===== src/rtl/servo_enable_sequencer_top_defines.svh =====
// Assertion macros shared by the servo enable sequencer RTL.
// Included by modules that carry concurrent checks; needs clk and rst_n in scope.
`ifndef SERVO_ENABLE_SEQUENCER_TOP_DEFINES_SVH
`define SERVO_ENABLE_SEQUENCER_TOP_DEFINES_SVH

// Same-cycle implication, disabled in reset
`define SES_ASSERT_NOW(lbl, ante, cons, msg) \
  lbl: assert property (@(posedge clk) disable iff (!rst_n) (ante) |-> (cons)) else $error(msg);

// Next-cycle implication, disabled in reset
`define SES_ASSERT_NXT(lbl, ante, cons, msg) \
  lbl: assert property (@(posedge clk) disable iff (!rst_n) (ante) |=> (cons)) else $error(msg);

`endif


===== src/rtl/ses_pkg.sv =====
// Package for the servo enable sequencer: item types, state and mode codes,
// register indexes and the mode-to-loop-flag map. No dependencies.
package ses_pkg;

  localparam int unsigned CfgIdxW  = 3;
  localparam int unsigned CfgDataW = 31;

  typedef logic [CfgIdxW-1:0] cfg_idx_t;

  localparam cfg_idx_t CFG_BRAKE_ENABLE  = 3'd0;
  localparam cfg_idx_t CFG_BRAKE_HOLD    = 3'd1;
  localparam cfg_idx_t CFG_LOW_SPEED_THR = 3'd2;
  localparam cfg_idx_t CFG_PWR_RDY_DELAY = 3'd3;
  localparam cfg_idx_t CFG_BRAKE_REL_DLY = 3'd4;

  typedef enum logic [2:0] {
    ST_INACTIVE  = 3'd0,
    ST_BRAKE_REL = 3'd1,
    ST_ACTIVE    = 3'd2,
    ST_PREPARE   = 3'd3,
    ST_PWM_OFF   = 3'd4
  } state_t;

  typedef enum logic [1:0] {
    MODE_POSITION = 2'd0,
    MODE_SPEED    = 2'd1,
    MODE_TORQUE   = 2'd2,
    MODE_INVALID  = 2'd3
  } mode_t;

  // bit0 position, bit1 speed, bit2 current
  typedef logic [2:0] loop_flags_t;

  typedef struct packed {
    logic               supply_ready;
    logic               fault_present;
    logic               servo_on;
    logic [1:0]         requested_mode;
    logic signed [31:0] speed_feedback;
  } in_item_t;

  typedef struct packed {
    logic [2:0] machine_state;
    logic       pwm_on;
    logic       brake_released;
    logic       no_alarm;
    logic       servo_ready;
    logic       power_good;
    logic       position_loop_on;
    logic       speed_loop_on;
    logic       current_loop_on;
    logic       sequencer_fault;
    logic [1:0] active_mode;
  } out_item_t;

  function automatic loop_flags_t mode_flags(input logic [1:0] mode);
    loop_flags_t f;
    case (mode)
      MODE_POSITION: f = 3'b111;
      MODE_SPEED:    f = 3'b110;
      MODE_TORQUE:   f = 3'b100;
      default:       f = 3'b000;
    endcase
    return f;
  endfunction

endpackage


===== src/rtl/ses_in_if.sv =====
// Input channel of the servo enable sequencer: valid/ready plus one tick item.
// Depends on ses_pkg.
interface ses_in_if;
  logic               valid;
  logic               ready;
  ses_pkg::in_item_t  data;

  modport source (output valid, output data, input ready);
  modport sink   (input valid, input data, output ready);
endinterface


===== src/rtl/ses_out_if.sv =====
// Result channel of the servo enable sequencer: valid/ready plus one result item.
// Depends on ses_pkg.
interface ses_out_if;
  logic               valid;
  logic               ready;
  ses_pkg::out_item_t data;

  modport source (output valid, output data, input ready);
  modport sink   (input valid, input data, output ready);
endinterface


===== src/rtl/ses_core.sv =====
// Sequencer core: config registers, power debounce, enable state machine and
// mode/loop-flag state. Updates on step and returns the tick's result. Uses ses_pkg.
`include "servo_enable_sequencer_top_defines.svh"

module ses_core (
  input  logic                            clk,
  input  logic                            rst_n,
  input  logic                            cfg_we,
  input  ses_pkg::cfg_idx_t               cfg_index,
  input  logic [ses_pkg::CfgDataW-1:0]    cfg_data,
  input  logic                            step,
  input  ses_pkg::in_item_t               item,
  output ses_pkg::out_item_t              result
);

  // configuration
  logic        brake_en_r;
  logic [15:0] brake_hold_r;
  logic [30:0] low_spd_thr_r;
  logic [7:0]  pwr_dly_r;
  logic [7:0]  brk_dly_r;

  // sequencer state
  ses_pkg::state_t      state_r, state_nxt;
  logic                 rtr_r, rtr_nxt;
  logic [1:0]           cur_mode_r, cur_mode_nxt;
  logic [1:0]           pend_mode_r, pend_mode_nxt;
  logic [15:0]          step_cnt_r, step_cnt_nxt;
  logic [7:0]           pwr_cnt_r, pwr_cnt_nxt;
  logic                 pg_r, pg_nxt;
  logic                 pwm_r, pwm_nxt;
  logic                 brk_rel_r, brk_rel_nxt;
  ses_pkg::loop_flags_t flags_r, flags_nxt;
  logic                 seq_fault;

  logic        no_alarm, servo_ok, run_req, slow, brk_wait, hold_wait;
  logic [8:0]  pwr_inc;
  logic [15:0] step_inc;
  logic [31:0] spd_mag;

  always_ff @(posedge clk) begin
    if (!rst_n) begin
      brake_en_r    <= 1'b0;
      brake_hold_r  <= 16'd0;
      low_spd_thr_r <= 31'd1024;
      pwr_dly_r     <= 8'd8;
      brk_dly_r     <= 8'd40;
    end else if (cfg_we) begin
      case (cfg_index)
        ses_pkg::CFG_BRAKE_ENABLE:  brake_en_r    <= cfg_data[0];
        ses_pkg::CFG_BRAKE_HOLD:    brake_hold_r  <= cfg_data[15:0];
        ses_pkg::CFG_LOW_SPEED_THR: low_spd_thr_r <= cfg_data[30:0];
        ses_pkg::CFG_PWR_RDY_DELAY: pwr_dly_r     <= cfg_data[7:0];
        ses_pkg::CFG_BRAKE_REL_DLY: brk_dly_r     <= cfg_data[7:0];
        default: ;
      endcase
    end
  end

  // Power-ready debounce; count one bit wider so a delay of 255 cannot wrap
  always_comb begin
    pwr_cnt_nxt = pwr_cnt_r;
    pg_nxt      = pg_r;
    pwr_inc     = {1'b0, pwr_cnt_r} + 9'd1;
    if (item.supply_ready) begin
      if (!pg_r) begin
        if (pwr_inc > {1'b0, pwr_dly_r}) begin
          pwr_cnt_nxt = 8'd0;
          pg_nxt      = 1'b1;
        end else begin
          pwr_cnt_nxt = pwr_inc[7:0];
        end
      end
    end else begin
      pwr_cnt_nxt = 8'd0;
      pg_nxt      = 1'b0;
    end
  end

  // Most negative speed negates to itself, which as unsigned is 2^31
  assign spd_mag   = item.speed_feedback[31] ? (~item.speed_feedback + 32'd1)
                                             : item.speed_feedback;
  assign slow      = spd_mag < {1'b0, low_spd_thr_r};
  assign no_alarm  = !item.fault_present;
  assign servo_ok  = no_alarm && pg_nxt;
  assign run_req   = servo_ok && item.servo_on;
  assign step_inc  = step_cnt_r + 16'd1;
  assign brk_wait  = (step_cnt_r < {8'd0, brk_dly_r}) && brake_en_r;
  assign hold_wait = brake_en_r && (step_inc < {1'b0, brake_hold_r[15:1]});

  // next state
  always_comb begin
    state_nxt = state_r;
    case (state_r)
      ses_pkg::ST_INACTIVE:  if (servo_ok) state_nxt = ses_pkg::ST_BRAKE_REL;
      ses_pkg::ST_BRAKE_REL: if (!brk_wait) state_nxt = ses_pkg::ST_ACTIVE;
      ses_pkg::ST_ACTIVE: begin
        if (!run_req || (item.requested_mode != cur_mode_r)) begin
          state_nxt = ses_pkg::ST_PREPARE;
        end
      end
      ses_pkg::ST_PREPARE: begin
        if (!rtr_r) begin
          state_nxt = ses_pkg::ST_PWM_OFF;
        end else if (slow) begin
          state_nxt = ses_pkg::ST_ACTIVE;
        end else if (run_req && (item.requested_mode == cur_mode_r)) begin
          state_nxt = ses_pkg::ST_ACTIVE;
        end
      end
      ses_pkg::ST_PWM_OFF: begin
        if (!servo_ok || !hold_wait) state_nxt = ses_pkg::ST_INACTIVE;
      end
      default: state_nxt = ses_pkg::ST_INACTIVE;
    endcase
  end

  // register updates and fault pulse
  always_comb begin
    rtr_nxt       = rtr_r;
    cur_mode_nxt  = cur_mode_r;
    pend_mode_nxt = pend_mode_r;
    step_cnt_nxt  = step_cnt_r;
    pwm_nxt       = pwm_r;
    brk_rel_nxt   = brk_rel_r;
    flags_nxt     = flags_r;
    seq_fault     = 1'b0;
    case (state_r)
      ses_pkg::ST_INACTIVE: begin
        if (servo_ok) begin
          rtr_nxt      = 1'b1;
          cur_mode_nxt = item.requested_mode;
          flags_nxt    = ses_pkg::mode_flags(item.requested_mode);
          seq_fault    = (item.requested_mode == ses_pkg::MODE_INVALID);
          step_cnt_nxt = 16'd0;
        end else begin
          flags_nxt = '0;
          rtr_nxt   = 1'b0;
          pwm_nxt   = 1'b0;
        end
      end
      ses_pkg::ST_BRAKE_REL: begin
        pwm_nxt = 1'b1;
        if (brk_wait) begin
          step_cnt_nxt = step_inc;
          brk_rel_nxt  = 1'b0;
        end else begin
          brk_rel_nxt  = 1'b1;
          step_cnt_nxt = 16'd0;
        end
      end
      ses_pkg::ST_ACTIVE: begin
        rtr_nxt = run_req;
        if (run_req) pend_mode_nxt = item.requested_mode;
      end
      ses_pkg::ST_PREPARE: begin
        if (!rtr_r) begin
          step_cnt_nxt = 16'd0;
        end else if (slow) begin
          cur_mode_nxt = pend_mode_r;
          flags_nxt    = ses_pkg::mode_flags(pend_mode_r);
          seq_fault    = (pend_mode_r == ses_pkg::MODE_INVALID);
        end else if (!run_req) begin
          rtr_nxt = 1'b0;
        end else begin
          pend_mode_nxt = item.requested_mode;
        end
      end
      ses_pkg::ST_PWM_OFF: begin
        brk_rel_nxt = 1'b0;
        if (servo_ok && hold_wait) begin
          pwm_nxt      = 1'b1;
          step_cnt_nxt = step_inc;
        end else begin
          pwm_nxt      = 1'b0;
          step_cnt_nxt = 16'd0;
        end
      end
      default: seq_fault = 1'b1;
    endcase
  end

  always_ff @(posedge clk) begin
    if (!rst_n) begin
      state_r     <= ses_pkg::ST_INACTIVE;
      rtr_r       <= 1'b0;
      cur_mode_r  <= ses_pkg::MODE_SPEED;
      pend_mode_r <= ses_pkg::MODE_SPEED;
      step_cnt_r  <= 16'd0;
      pwr_cnt_r   <= 8'd0;
      pg_r        <= 1'b0;
      pwm_r       <= 1'b0;
      brk_rel_r   <= 1'b0;
      flags_r     <= '0;
    end else if (step) begin
      state_r     <= state_nxt;
      rtr_r       <= rtr_nxt;
      cur_mode_r  <= cur_mode_nxt;
      pend_mode_r <= pend_mode_nxt;
      step_cnt_r  <= step_cnt_nxt;
      pwr_cnt_r   <= pwr_cnt_nxt;
      pg_r        <= pg_nxt;
      pwm_r       <= pwm_nxt;
      brk_rel_r   <= brk_rel_nxt;
      flags_r     <= flags_nxt;
    end
  end

  always_comb begin
    result.machine_state    = state_nxt;
    result.pwm_on           = pwm_nxt;
    result.brake_released   = brk_rel_nxt;
    result.no_alarm         = no_alarm;
    result.servo_ready      = servo_ok;
    result.power_good       = pg_nxt;
    result.position_loop_on = flags_nxt[0];
    result.speed_loop_on    = flags_nxt[1];
    result.current_loop_on  = flags_nxt[2];
    result.sequencer_fault  = seq_fault;
    result.active_mode      = cur_mode_nxt;
  end

  `SES_ASSERT_NOW(a_brake_needs_pwm, brk_rel_r, pwm_r, "brake released without PWM")
  `SES_ASSERT_NOW(a_pg_cnt_clear, pg_r, pwr_cnt_r == 8'd0, "power counter live after power good")
  `SES_ASSERT_NXT(a_hold_no_step, !step, $stable(state_r) && $stable(step_cnt_r),
                  "sequencer moved without a tick")

endmodule


===== src/rtl/servo_enable_sequencer_top.sv =====
// Channel | dir | payload                         | handshake
// in_if   | in  | ses_pkg::in_item_t (one tick)   | valid/ready
// out_if  | out | ses_pkg::out_item_t (one result)| valid/ready
// cfg_*   | in  | cfg_index 3b, cfg_data 31b      | cfg_we, no stall
//
// One item per cycle sustained while out_if is not stalled; an accepted item is held in the input register
// and then reaches out_if through the result register around ses_core.
// Reset: rst_n synchronous, active low; clears control and the configuration registers.
// A stalled output holds its result; the input register keeps taking items while it is free.
// Depends on ses_pkg, ses_in_if, ses_out_if, ses_core and the defines header.
`include "servo_enable_sequencer_top_defines.svh"

module servo_enable_sequencer_top (
  input  logic                         clk,
  input  logic                         rst_n,
  ses_in_if.sink                       in_if,
  ses_out_if.source                    out_if,
  input  logic                         cfg_we,
  input  ses_pkg::cfg_idx_t            cfg_index,
  input  logic [ses_pkg::CfgDataW-1:0] cfg_data
);

  logic               s1_valid_r;
  ses_pkg::in_item_t  s1_item_r;
  logic               out_valid_r;
  ses_pkg::out_item_t out_item_r;
  ses_pkg::out_item_t core_result;
  logic               advance;
  logic               in_take;

  // the input stage moves into the result register whenever that one is free
  assign advance     = s1_valid_r && (!out_valid_r || out_if.ready);
  assign in_if.ready = !s1_valid_r || advance;
  assign in_take     = in_if.valid && in_if.ready;

  always_ff @(posedge clk) begin
    if (!rst_n) begin
      s1_valid_r  <= 1'b0;
      out_valid_r <= 1'b0;
    end else begin
      if (in_if.ready) s1_valid_r <= in_if.valid;
      if (advance) begin
        out_valid_r <= 1'b1;
      end else if (out_if.ready) begin
        out_valid_r <= 1'b0;
      end
    end
  end

  always_ff @(posedge clk) begin
    if (in_take) s1_item_r <= in_if.data;
    if (advance) out_item_r <= core_result;
  end

  ses_core u_core (
    .clk       (clk),
    .rst_n     (rst_n),
    .cfg_we    (cfg_we),
    .cfg_index (cfg_index),
    .cfg_data  (cfg_data),
    .step      (advance),
    .item      (s1_item_r),
    .result    (core_result)
  );

  assign out_if.valid = out_valid_r;
  assign out_if.data  = out_item_r;

  `SES_ASSERT_NXT(a_take_fills_s1, in_take, s1_valid_r, "accepted item not held")
  `SES_ASSERT_NXT(a_adv_fills_out, advance, out_valid_r, "advanced item not presented")
  `SES_ASSERT_NXT(a_s1_not_lost, s1_valid_r && !advance, s1_valid_r, "stalled item dropped")

endmodule


===== src/flat_wrapper.sv =====
// flat-port wrapper written by rule: the top's interface ports become plain ports
module servo_enable_sequencer_top_flat 
  (clk, rst_n, cfg_we, cfg_index, cfg_data, in_if_valid, in_if_data, in_if_ready, out_if_valid, out_if_data, out_if_ready);
  ses_in_if in_if_i ();
  ses_out_if out_if_i ();
  input  logic clk;
  input  logic rst_n;
  input  logic cfg_we;
  input  ses_pkg::cfg_idx_t cfg_index;
  input  logic [ses_pkg::CfgDataW-1:0] cfg_data;
  input wire logic [$bits(in_if_i.valid)-1:0] in_if_valid;
  input wire logic [$bits(in_if_i.data)-1:0] in_if_data;
  output wire logic [$bits(in_if_i.ready)-1:0] in_if_ready;
  output wire logic [$bits(out_if_i.valid)-1:0] out_if_valid;
  output wire logic [$bits(out_if_i.data)-1:0] out_if_data;
  input wire logic [$bits(out_if_i.ready)-1:0] out_if_ready;
  assign in_if_i.valid = in_if_valid;
  assign in_if_i.data = in_if_data;
  assign in_if_ready = in_if_i.ready;
  assign out_if_valid = out_if_i.valid;
  assign out_if_data = out_if_i.data;
  assign out_if_i.ready = out_if_ready;
  servo_enable_sequencer_top u_core (.clk(clk), .rst_n(rst_n), .in_if(in_if_i), .out_if(out_if_i), .cfg_we(cfg_we), .cfg_index(cfg_index), .cfg_data(cfg_data));
endmodule

===== config.mk =====
export PLATFORM = sky130hd
export DESIGN_NAME = servo_enable_sequencer_top_flat
export DESIGN_NICKNAME = d
export VERILOG_FILES = /design/src/rtl/ses_pkg.sv /design/src/rtl/ses_in_if.sv /design/src/rtl/ses_out_if.sv /design/src/rtl/ses_core.sv /design/src/rtl/servo_enable_sequencer_top.sv /design/src/flat_wrapper.sv
export VERILOG_INCLUDE_DIRS = /design/src /design/src/rtl
export SDC_FILE = /design/constraint.sdc
export NUM_CORES = 1
export LEC_CHECK = 0
export ABC_AREA = 1
export BUFFER_PORTS_ARGS = -buffer_cell sky130_fd_sc_hd__buf_2
export CAP_MARGIN = 20
export CORE_ASPECT_RATIO = 2
export CORE_UTILIZATION = 58
export DETAILED_ROUTE_END_ITERATION = 8
export PLACE_DENSITY = 0.79
export SKIP_CTS_REPAIR_TIMING = 1
export SYNTH_ARGS = -nofsm -noshare
export SYNTH_HDL_FRONTEND = slang
export SYNTH_HIERARCHICAL = 1
export SYNTH_SLANG_ARGS = --single-unit

===== constraint.sdc =====
create_clock -name clk -period 8.08 [get_ports clk]
set_input_delay 0.404 -clock clk [delete_from_list [all_inputs] [get_ports clk]]
set_output_delay 0.404 -clock clk [all_outputs]
set_load 0.02 [all_outputs]

# Word-level counts from Yosys, hierarchy flattened
# Index checks and enable logic that the tools add are counted.
# word_totals
regBits	155
latch_bits	0
ram_bits	0
romBits	0
wordCells	148
mem_count	0
# op_classes
add_sub_neg	3
n_mul	0
div	0
magnitude_cmp	4
n_eq_ne	21
shift	0
n_mux	50
bitwise_logic	1
n_reduce_logical	36
# op_table
operator	count
16-bit 2-to-1 mux	4
16-bit case mux with 4 select lines	1
32-bit by 1-bit adder with 32-bit output, second input constant	1
32-bit by 31-bit < comparator with 1-bit output	1
32-bit 2-to-1 mux	1
32-bit NOT	1
3-bit 2-to-1 mux	10
8-bit 2-to-1 mux	3
3-bit case mux with 3 select lines	2
16-bit by 1-bit adder with 16-bit output, second input constant	1
16-bit by 15-bit < comparator with 1-bit output	1
16-bit by 8-bit < comparator with 1-bit output	1
1-bit 2-to-1 mux	15
3-bit case mux with 5 select lines	1
2-bit AND reduction	7
3-bit by 2-bit == test with 1-bit output, second input constant	4
2-bit 2-to-1 mux	6
2-bit inequality test, second input constant	5
8-bit by 1-bit adder with 9-bit output, second input constant	1
9-bit by 8-bit > comparator with 1-bit output	1
1-bit case mux with 3 select lines	3
2-bit == test, second input constant	4
1-bit logical AND	8
2-bit case mux with 2 select lines	2
other kinds (16)	31

# Longest topological paths before layout
# Gate-level depths: netlist of run 1.
# logic_depth
depth_word	12
depth_mapped	28
ltp_nobuf	28

# By module
# The synthesis of run 1 kept the hierarchy.
# by_module_without_submodules
module	instances	cells_each	area_each_um2
ses_core	1	1005	6862.8
servo_enable_sequencer_top	1	64	1626.6

# Worst setup path after synthesis of run 1
# Ideal clock, no wire load.
# synth_path
path_kind	register to register
start	register u_core/s1_item_r[0] in the netlist's numbering
end	register u_core.out_item_r (netlist bit u_core/out_if.data[3]) (data pin)
setup_time_ns	0.268
arrival_ns	2.974
t_required_ns	7.812
slack_ns	4.838
stages_incl_launch_ff	23
path_buffers	0
path_cell_list	edfxtp_1 inv_1 ha_1 inv_1 nor3_2 nand2_1 nor4_2 nand3_1 nor2_1 nand3_1 nand2_1 nand2_1 xor2_1 ha_1 nand3_1 nor3_1 nand2_1 nor2_1 nand2_1 nand2_1 nor2_1 o21ai_0 nand3_1
# synth_lines
item	line_no	source
start, declared	servo_enable_sequencer_top.sv:24	ses_pkg::in_item_t s1_item_r;
start signal, assigned	servo_enable_sequencer_top.sv:51	if (in_take) s1_item_r <= in_if.data;
end signal, assigned	servo_enable_sequencer_top.sv:52	if (advance) out_item_r <= core_result;
end, declared	servo_enable_sequencer_top.sv:26	ses_pkg::out_item_t out_item_r;

# Final worst setup path of run 1
# layout_path
start	register u_core/s1_item_r[0] in the netlist's numbering
end	register u_core.u_core.pend_mode_r[1]
# layout_between
elab_chain_len	6
# layout_rtl
item	line_no	source
32-bit NOT	ses_core.sv:81	assign spd_mag = item.speed_feedback[31] ? (~item.speed_feedback + 32'd1)
32-bit by 1-bit adder with 32-bit output	ses_core.sv:81	
32-bit 2-to-1 mux (*)	ses_core.sv:81	
32-bit by 31-bit < comparator with 1-bit output (*)	ses_core.sv:83	assign slow = spd_mag < {1'b0, low_spd_thr_r};
2-bit inequality test (no source line) (*)	n/a	
4-bit AND reduction (no source line) (*)	n/a	
end signal, assigned	ses_core.sv:188	pend_mode_r <= ses_pkg::MODE_SPEED;
end signal, assigned	ses_core.sv:199	pend_mode_r <= pend_mode_nxt;
end, declared	ses_core.sv:27	logic [1:0] pend_mode_r, pend_mode_nxt;
# Mark *: on every way between the ends. The rest lies on a longest branch, timed or not.
# A chain may end at the register's enable or synchronous reset.

==> flow_summary.yaml, run 1 <==
die:
  row_count: 62
  start_util_pct: 59.2
  core_sq_um: 14400
  dieArea_sq_um: 15200
  io_pins: 92
  dieWidth_um: 87.5
  die_h_um: 173
clocking:
  cts_buffers: 17
  cts_root_buffer: "clkbuf_16"
  clkLatencyLatePin_ns: 0.42
  cts_max_path_buffers: 2
  cts_sinks: 154
  cts.htree.levels: 4
  path_clk_slew_ns: 0.06
  cts_tree: "yes"
finish:
  drive_above_1_share_pct: 13.5
  final_cells: 1352
  area_growth_pct: 13.1
  n_antenna_cell: 0
  n_fill_cell: 1231
  fin_nets: 1286
timing:
  period_minus_slack_ns: 4.09
  hold_viol: 0
  clock.fmax_mhz: 244
  grt_setup_unrepaired: "false"
  final-max-slew-violation-count: 0
  max_slew_margin_pct: 54.2
  min_period_over_period_pct: 50.7
  setup_ws_ns: 3.99
  fin_skew_ns: 0.00732
  worst_slew_pin_slew_ns: 0.687
  setup_viol: 0
  fin_hold_ws_ns: 0.155
  setup_tns_ns: 0
power_and_ir_drop:
  combPwrFrac_pct: 12.0
  p_switching_mw: 0.465
  p_leak_nw: 4.19
  power.density_nw_per_um2: 191
  sw_frac_of_total_pct: 25.4
  irDropWorstVdd_mv: 0.210
  intPower_mw: 1.36
  power_frac_clock_pct: 41.3
  share_seq_of_total_power_pct: 46.7
grt:
  met1_usage_pct: 26.0
  track_usage_pct: 27.9
  grt_pass1_vias: 7242
  met2_usage_pct: 52.0
  antenna_found_initial: 0
  grt_pass1_wl_um: 32300
  grt_use_met3_pct: 4.96
  grt_overflow: 0
  busiest_layer: "met2"
  grt_max_degree: 71
status:
  outcome: "completed"
synthesis:
  syn_area_per_cell_sq_um: 7.94
  ys.flop_type: "dfxtp_1"
  yosys_register_bits: 154
  synth_top_family_by_area: "simple AND/OR/NAND/NOR gates"
  async_flop_share_pct: 0
  synth_warnings: 6
  yosysTopAreaCellShare_pct: 24.3
  ys_types: 40
  synth-xor-area-share_pct: 4.85
  yosysSeqAreaShare_pct: 42.3
  synth_common_cells: "nand2_1, inv_1, a21oi_1"
  synth_area_leaders: "dfxtp_1, edfxtp_1, ha_1, nand2_1, a21oi_1"
  synth_edf_count: 51
  synth_most_common_cell: "nand2_1"
  syn_nets: 1207
  synth_mux_area_share_pct: 0
  yosys.area_share.adder_pct: 9.14
  synth.largest_area_cell: "dfxtp_1"
  syn_area_sq_um: 8490
  syn-instance-count: 1069
  synth-compound-area-share_pct: 14.7
  yosys.area_share.simple_pct: 19.9
drt:
  drtAntennaViolNets: 0
  drt_pass1_iterations: 7
  via_per_inst: 5.45
  route.detailed.drc: 0
  wl_per_cell_um: 14.7
  drt_iter0_markers: 369
  vias: 7366
  wirelength_um: 19800
critical_path:
  worstPathRequired_ns: 8.39
  reg2reg_depth: 24
  crit_path_end_kind: "flip-flop"
  critical_path_class: "reg -> reg"
  critPathMaxFanout: 4
  reg2reg_slack_ns: 3.99
  worstPathArrival_ns: 4.40
  rr_endpoint: "u_core/u_core/pend_mode_r[1]"
  reg2reg_from: "u_core/s1_item_r[0]"
  start_kind: "flip-flop"
job:
  maxCapViolCount: 0
place:
  dp_slack_ns: 4.23
  hpwl_um: 14700
  place.gp.congestion: 0.976
  numPortBuffers: 91
  place_inst: 1321
min_path:
  min_from: "in_if_data[30]"
  holdPathEnd: "u_core/s1_item_r[30]"
  hold_path_depth: 1
  hold_path.class: "in -> reg"
placed cells by master (no fill, tap or decap), types with 2 or more instances in the layout:
master | synthesis | final
nand2_1 | 173 | 173
inv_1 | 156 | 156
a21oi_1 | 123 | 122
dfxtp_1 | 103 | 103
buf_2 | 0 | 91
o21ai_0 | 91 | 91
nor2_1 | 88 | 88
ha_1 | 62 | 62
nand3_1 | 56 | 56
edfxtp_1 | 51 | 51
xor2_1 | 32 | 32
clkbuf_16 | 0 | 17
nand4_1 | 15 | 15
xnor2_1 | 15 | 15
nor3_1 | 11 | 11
buf_4 | 8 | 5
nand2_2 | 5 | 5
nor2_4 | 5 | 5
nand2_4 | 5 | 5
nor4_1 | 5 | 5
o211ai_1 | 5 | 5
clkinv_2 | 0 | 4
a21oi_2 | 3 | 4
clkinvlp_4 | 0 | 3
clkinv_1 | 1 | 3
nand3_2 | 3 | 3
nor2_2 | 3 | 3
a31oi_1 | 3 | 3
or2_2 | 3 | 3
o31ai_1 | 3 | 3
bufinv_16 | 0 | 2
a21o_1 | 2 | 2
o21ai_1 | 2 | 2
o21a_1 | 2 | 2
metrics by stage:
stage / total power [mW] / utilization [%] / area, sq um
global placement: 1.08 / 63.0 / 9040
global route: 1.91 / 66.9 / 9600
detailed placement: 1.09 / 63.0 / 9040
floorplan: 1.02 / - / 8490
CTS: 1.84 / 66.9 / 9600
finish: 1.83 / 66.9 / 9600
state kept, by name (all words and copies together), names as in the netlist, 2 cells and up:
signal                       cells
u_core/u_core/pwr_cnt_r          8
u_core/u_core/brk_dly_r          8
u_core/u_core/step_cnt_r        16
u_core/u_core/cur_mode_r         2
u_core/u_core/flags_r            3
u_core/u_core/low_spd_thr_r     31
u_core/u_core/pwr_dly_r          8
u_core/u_core/brake_hold_r      15
u_core/u_core/pend_mode_r        2
u_core/u_core/state_r            3
u_core/s1_item_r                37
u_core/out_if.data              14
metal layers:
layer / wire length, um / part of all wire (%)
met4: 1230 / 6.2
met5: 0 / 0
met2: 10900 / 55
met3: 731 / 3.7
met1: 6940 / 35
critical path: stages (launching register included):
cell and delay, ns:
edfxtp_1 0.35, inv_1 0.10, ha_1 0.17, inv_1 0.06
nor3_2 0.25, nand2_1 0.12, nor4_2 0.27, nand3_1 0.21
nor2_1 0.33, nand3_1 0.11, nand2_1 0.11, nand2_1 0.08
xor2_1 0.14, ha_1 0.29, nand3_1 0.09, nor3_1 0.20
nand2_1 0.10, nor2_1 0.09, nand2_1 0.13, nand2_1 0.16
o21ai_1 0.09, nor2_1 0.23, clkinv_1 0.12, nor2_1 0.11
nor2_1 0.06
cell families after synthesis:
family,count (synthesis)
AO/OA/AOI/OAI,237
XOR/XNOR,47
adder cells (fa/ha/maj),62
buffers and inverters,194
flip-flops,154
AND/OR/NAND/NOR,375
cell type report:
type,count,area (sq um),share of cell area (%)
Clock inverter,13,128,1.33
Timing Repair Buffer,96,493,5.14
Tap cell,192,240,2.50
Sequential cell,154,3590,37.4
Multi-Input combinational cell,721,4120,42.9
Inverter,158,593,6.18
Clock buffer,18,429,4.47
power by group through the flow:
stage | Sequential [mW] | Clock (mW) | Combinational, mW
floorplan | 0.871 | 0 | 0.149
global route | 0.859 | 0.797 | 0.249
finish | 0.855 | 0.755 | 0.220
detailed placement | 0.871 | 0 | 0.215
CTS | 0.855 | 0.768 | 0.219
global placement | 0.870 | 0 | 0.210
worst max path at each step:
stage,startpoint,end,slack (ns),cells past startpoint
after floorplan,u_core/s1_item_r[0],u_core/out_if.data[3],4.84,22
after global placement,u_core/s1_item_r[0],u_core/out_if.data[3],4.32,22
after detailed placement,u_core/s1_item_r[0],u_core/u_core/pend_mode_r[1],4.23,24
after CTS,u_core/s1_item_r[0],u_core/u_core/pend_mode_r[1],4.10,24
after global routing,u_core/s1_item_r[0],u_core/u_core/pend_mode_r[1],3.59,24
final,u_core/s1_item_r[0],u_core/u_core/pend_mode_r[1],3.99,24
Note: power is estimated with default switching activity, not from simulation.
==> run 2: changes to the inputs <==
--- a/config.mk
+++ b/config.mk
@@ -6,7 +6,7 @@
 export SDC_FILE = /design/constraint.sdc
 export NUM_CORES = 1
 export LEC_CHECK = 0
-export ABC_AREA = 1
+export ABC_AREA = 0
 export BUFFER_PORTS_ARGS = -buffer_cell sky130_fd_sc_hd__buf_2
 export CAP_MARGIN = 20
 export CORE_ASPECT_RATIO = 2
==> constraint.sdc (replaced) <==
create_clock -name clk -period 3.8 [get_ports clk]
set_input_delay 0.19 -clock clk [delete_from_list [all_inputs] [get_ports clk]]
set_output_delay 0.19 -clock clk [all_outputs]
set_load 0.02 [all_outputs]
==> flow_summary.yaml, run 2 <==
critical_path:
  path_depth: 13
  worst-path-buf-inv: 0
  critPathMaxFanout: 7
  crit_path_end_kind: "flip-flop"
  cp_cell_sequence: "or4_4 > or4_4 > or3_4 > o41ai_4 > xnor2_1 > ha_1 > nand4_1 > nor3_1 > a221oi_2 > nand3_1 > or3_4 > o32a_1 > o21ai_0"
  crit_slowest_cell: "or4_4"
  critical_path_class: "reg -> reg"
  start_kind: "flip-flop"
  reg2reg_depth: 13
  max_stage_delay_ns: 0.57
  cp_top_family: "simple AND/OR/NAND/NOR gates"
  reg2reg_from: "u_core/s1_item_r[7]"
  worstPathRequired_ns: 4.07
  reg2reg_slack_ns: -0.54
  worstPathArrival_ns: 4.61
  rr_endpoint: "u_core/out_if.data[1]"
grt:
  grt_pass1_wl_um: 33200
  antenna_found_initial: 0
  met1_usage_pct: 26.4
  track_usage_pct: 28.2
  grt_overflow: 0
  met2_usage_pct: 54.1
  grt_use_met3_pct: 5.19
  busiest_layer: "met2"
  grt_pass1_vias: 7439
  grt_max_degree: 62
finish:
  largest-register: "u_core/s1_item_r"
  drive_above_1_share_pct: 19.2
  n_antenna_cell: 0
  area_growth_pct: 24.2
  layout_commonest_cell: "nand2_1"
  final_cell_mix: "nand2_1, dfxtp_1, buf_2, a21oi_1, inv_1"
  top_regs: "u_core/s1_item_r (37), u_core/u_core/low_spd_thr_r (31), u_core/u_core/step_cnt_r (16)"
  fin_nets: 1279
  largest_reg_flops: 37
  finish.utilization_pct: 74.0
timing:
  hold_viol: 3
  worst_slew_pin_slew_ns: 0.932
  grt_setup_unrepaired: "true"
  min_period_over_period_pct: 114
  period_minus_slack_ns: 4.34
  final-max-slew-violation-count: 0
  fin_hold_ws_ns: -0.00132
  max_slew_margin_pct: 37.6
  clock.fmax_mhz: 231
  setup_ws_ns: -0.538
  setup_tns_ns: -6.92
  fin_skew_ns: 0.0111
  setup_viol: 16
synthesis:
  syn-instance-count: 980
  synth_common_cells: "nand2_1, dfxtp_1, a21oi_1"
  yosysSeqAreaShare_pct: 42.0
  synth_area_leaders: "dfxtp_1, edfxtp_1, ha_1, nand2_1, a21oi_1"
  synth.largest_area_cell: "dfxtp_1"
  yosysTopAreaCellShare_pct: 24.1
  synth_warnings: 6
  ys.flop_type: "dfxtp_1"
  syn_nets: 1118
  synth_edf_count: 51
  syn_area_per_cell_sq_um: 8.73
  yosys_register_bits: 154
  synth_most_common_cell: "nand2_1"
  async_flop_share_pct: 0
  syn_area_sq_um: 8550
  ys_types: 74
die:
  dieWidth_um: 87.9
  start_util_pct: 59.6
  core_sq_um: 14400
  row_count: 62
  die_h_um: 174
  io_pins: 92
  dieArea_sq_um: 15300
clocking:
  path_clk_slew_ns: 0.06
  cts_sinks: 154
  cts.htree.levels: 4
  cts_buffers: 17
  cts_max_path_buffers: 2
  clkLatencyLatePin_ns: 0.43
  cts_root_buffer: "clkbuf_16"
  cts_tree: "yes"
min_path:
  hold_path.class: "in -> reg"
  holdPathEnd: "u_core/u_core/low_spd_thr_r[23]"
  min_from: "cfg_data[23]"
  hold_path_depth: 3
job:
  maxCapViolCount: 0
place:
  dp_slack_ns: -0.625
  hpwl_um: 15400
  numPortBuffers: 91
  place.gp.congestion: 0.943
power_and_ir_drop:
  p_leak_nw: 4.13
  irDropWorstVdd_mv: 0.367
  power_mw: 4.14
  power.density_nw_per_um2: 390
drt:
  drt_pass1_iterations: 6
  drt_iter0_markers: 593
  route.detailed.drc: 0
  drtAntennaViolNets: 0
  wl_per_cell_um: 16.2
  via_per_inst: 5.82
  vias: 7834
  wirelength_um: 21900
status:
  violations: "hold timing, setup timing"
  outcome: "finished with violations"
-- run 2: cell families (layout without fill, tap and decap cells) --
family          count (synthesis)  in the layout  share of synthesized area [%]
compound gates                234            234                           17.6
fa+ha+maj                      62             62                           9.07
xor+xnor                       47             47                           4.81
flops                         154            154                           42.0
mux                             6              6                          0.702
buf+inv                       129            303                           6.07
simple gates                  348            348                           19.8
-- run 2: final cells by class --
type	count	area (sq um)
inverter	80	300
timing repair buffer	191	1320
tap	192	240
multi-input combinational	697	4550
clock inverter	14	198
clock buffer	18	429
sequential	154	3590
fill	1056	3730
-- run 2: metrics by stage --
stage | std cells | area (sq um)
detailed placement | 1271 | 9480
global route | 1346 | 10600
global placement | 1271 | 9480
finish | 1346 | 10600
floorplan | 980 | 8570
CTS | 1303 | 10100
-- run 2: routing by layer --
metal | share of wire [%] | routed length (um) | up-vias
met2 | 57 | 12400 | 282
li1 | - | - | 3781
met1 | 34 | 7500 | 3697
met4 | 4.9 | 1070 | 0
met5 | 0 | 0 | -
met3 | 4.1 | 897 | 74
-- run 2: tightest hold or removal path, delay by kind of cell --
kind                   cells  cell delay [ns]
and+or+nand+nor            1             0.04
AOI/OAI and AO/OA          1             0.05
buffers and inverters      1             0.09
-- run 2: how the worst max path moves through the flow --
stage	start	end	slack (ns)
6_report	u_core/s1_item_r[7]	u_core/out_if.data[1]	-0.54
5_1_grt	u_core/s1_item_r[7]	u_core/out_if.data[2]	-0.63
3_3_place_gp	u_core/s1_item_r[7]	u_core/out_if.data[3]	-0.51
4_1_cts	u_core/s1_item_r[7]	u_core/out_if.data[3]	-0.65
2_1_floorplan	u_core/s1_item_r[7]	u_core/out_if.data[2]	-0.59
3_5_place_dp	u_core/s1_item_r[7]	u_core/out_if.data[5]	-0.63
-- run 2: report_power, final --
part	switching [mW]	internal (mW)
logic	0.280	0.242
clock network	0.703	1.10
registers	0.0514	1.76
total	1.03	3.11
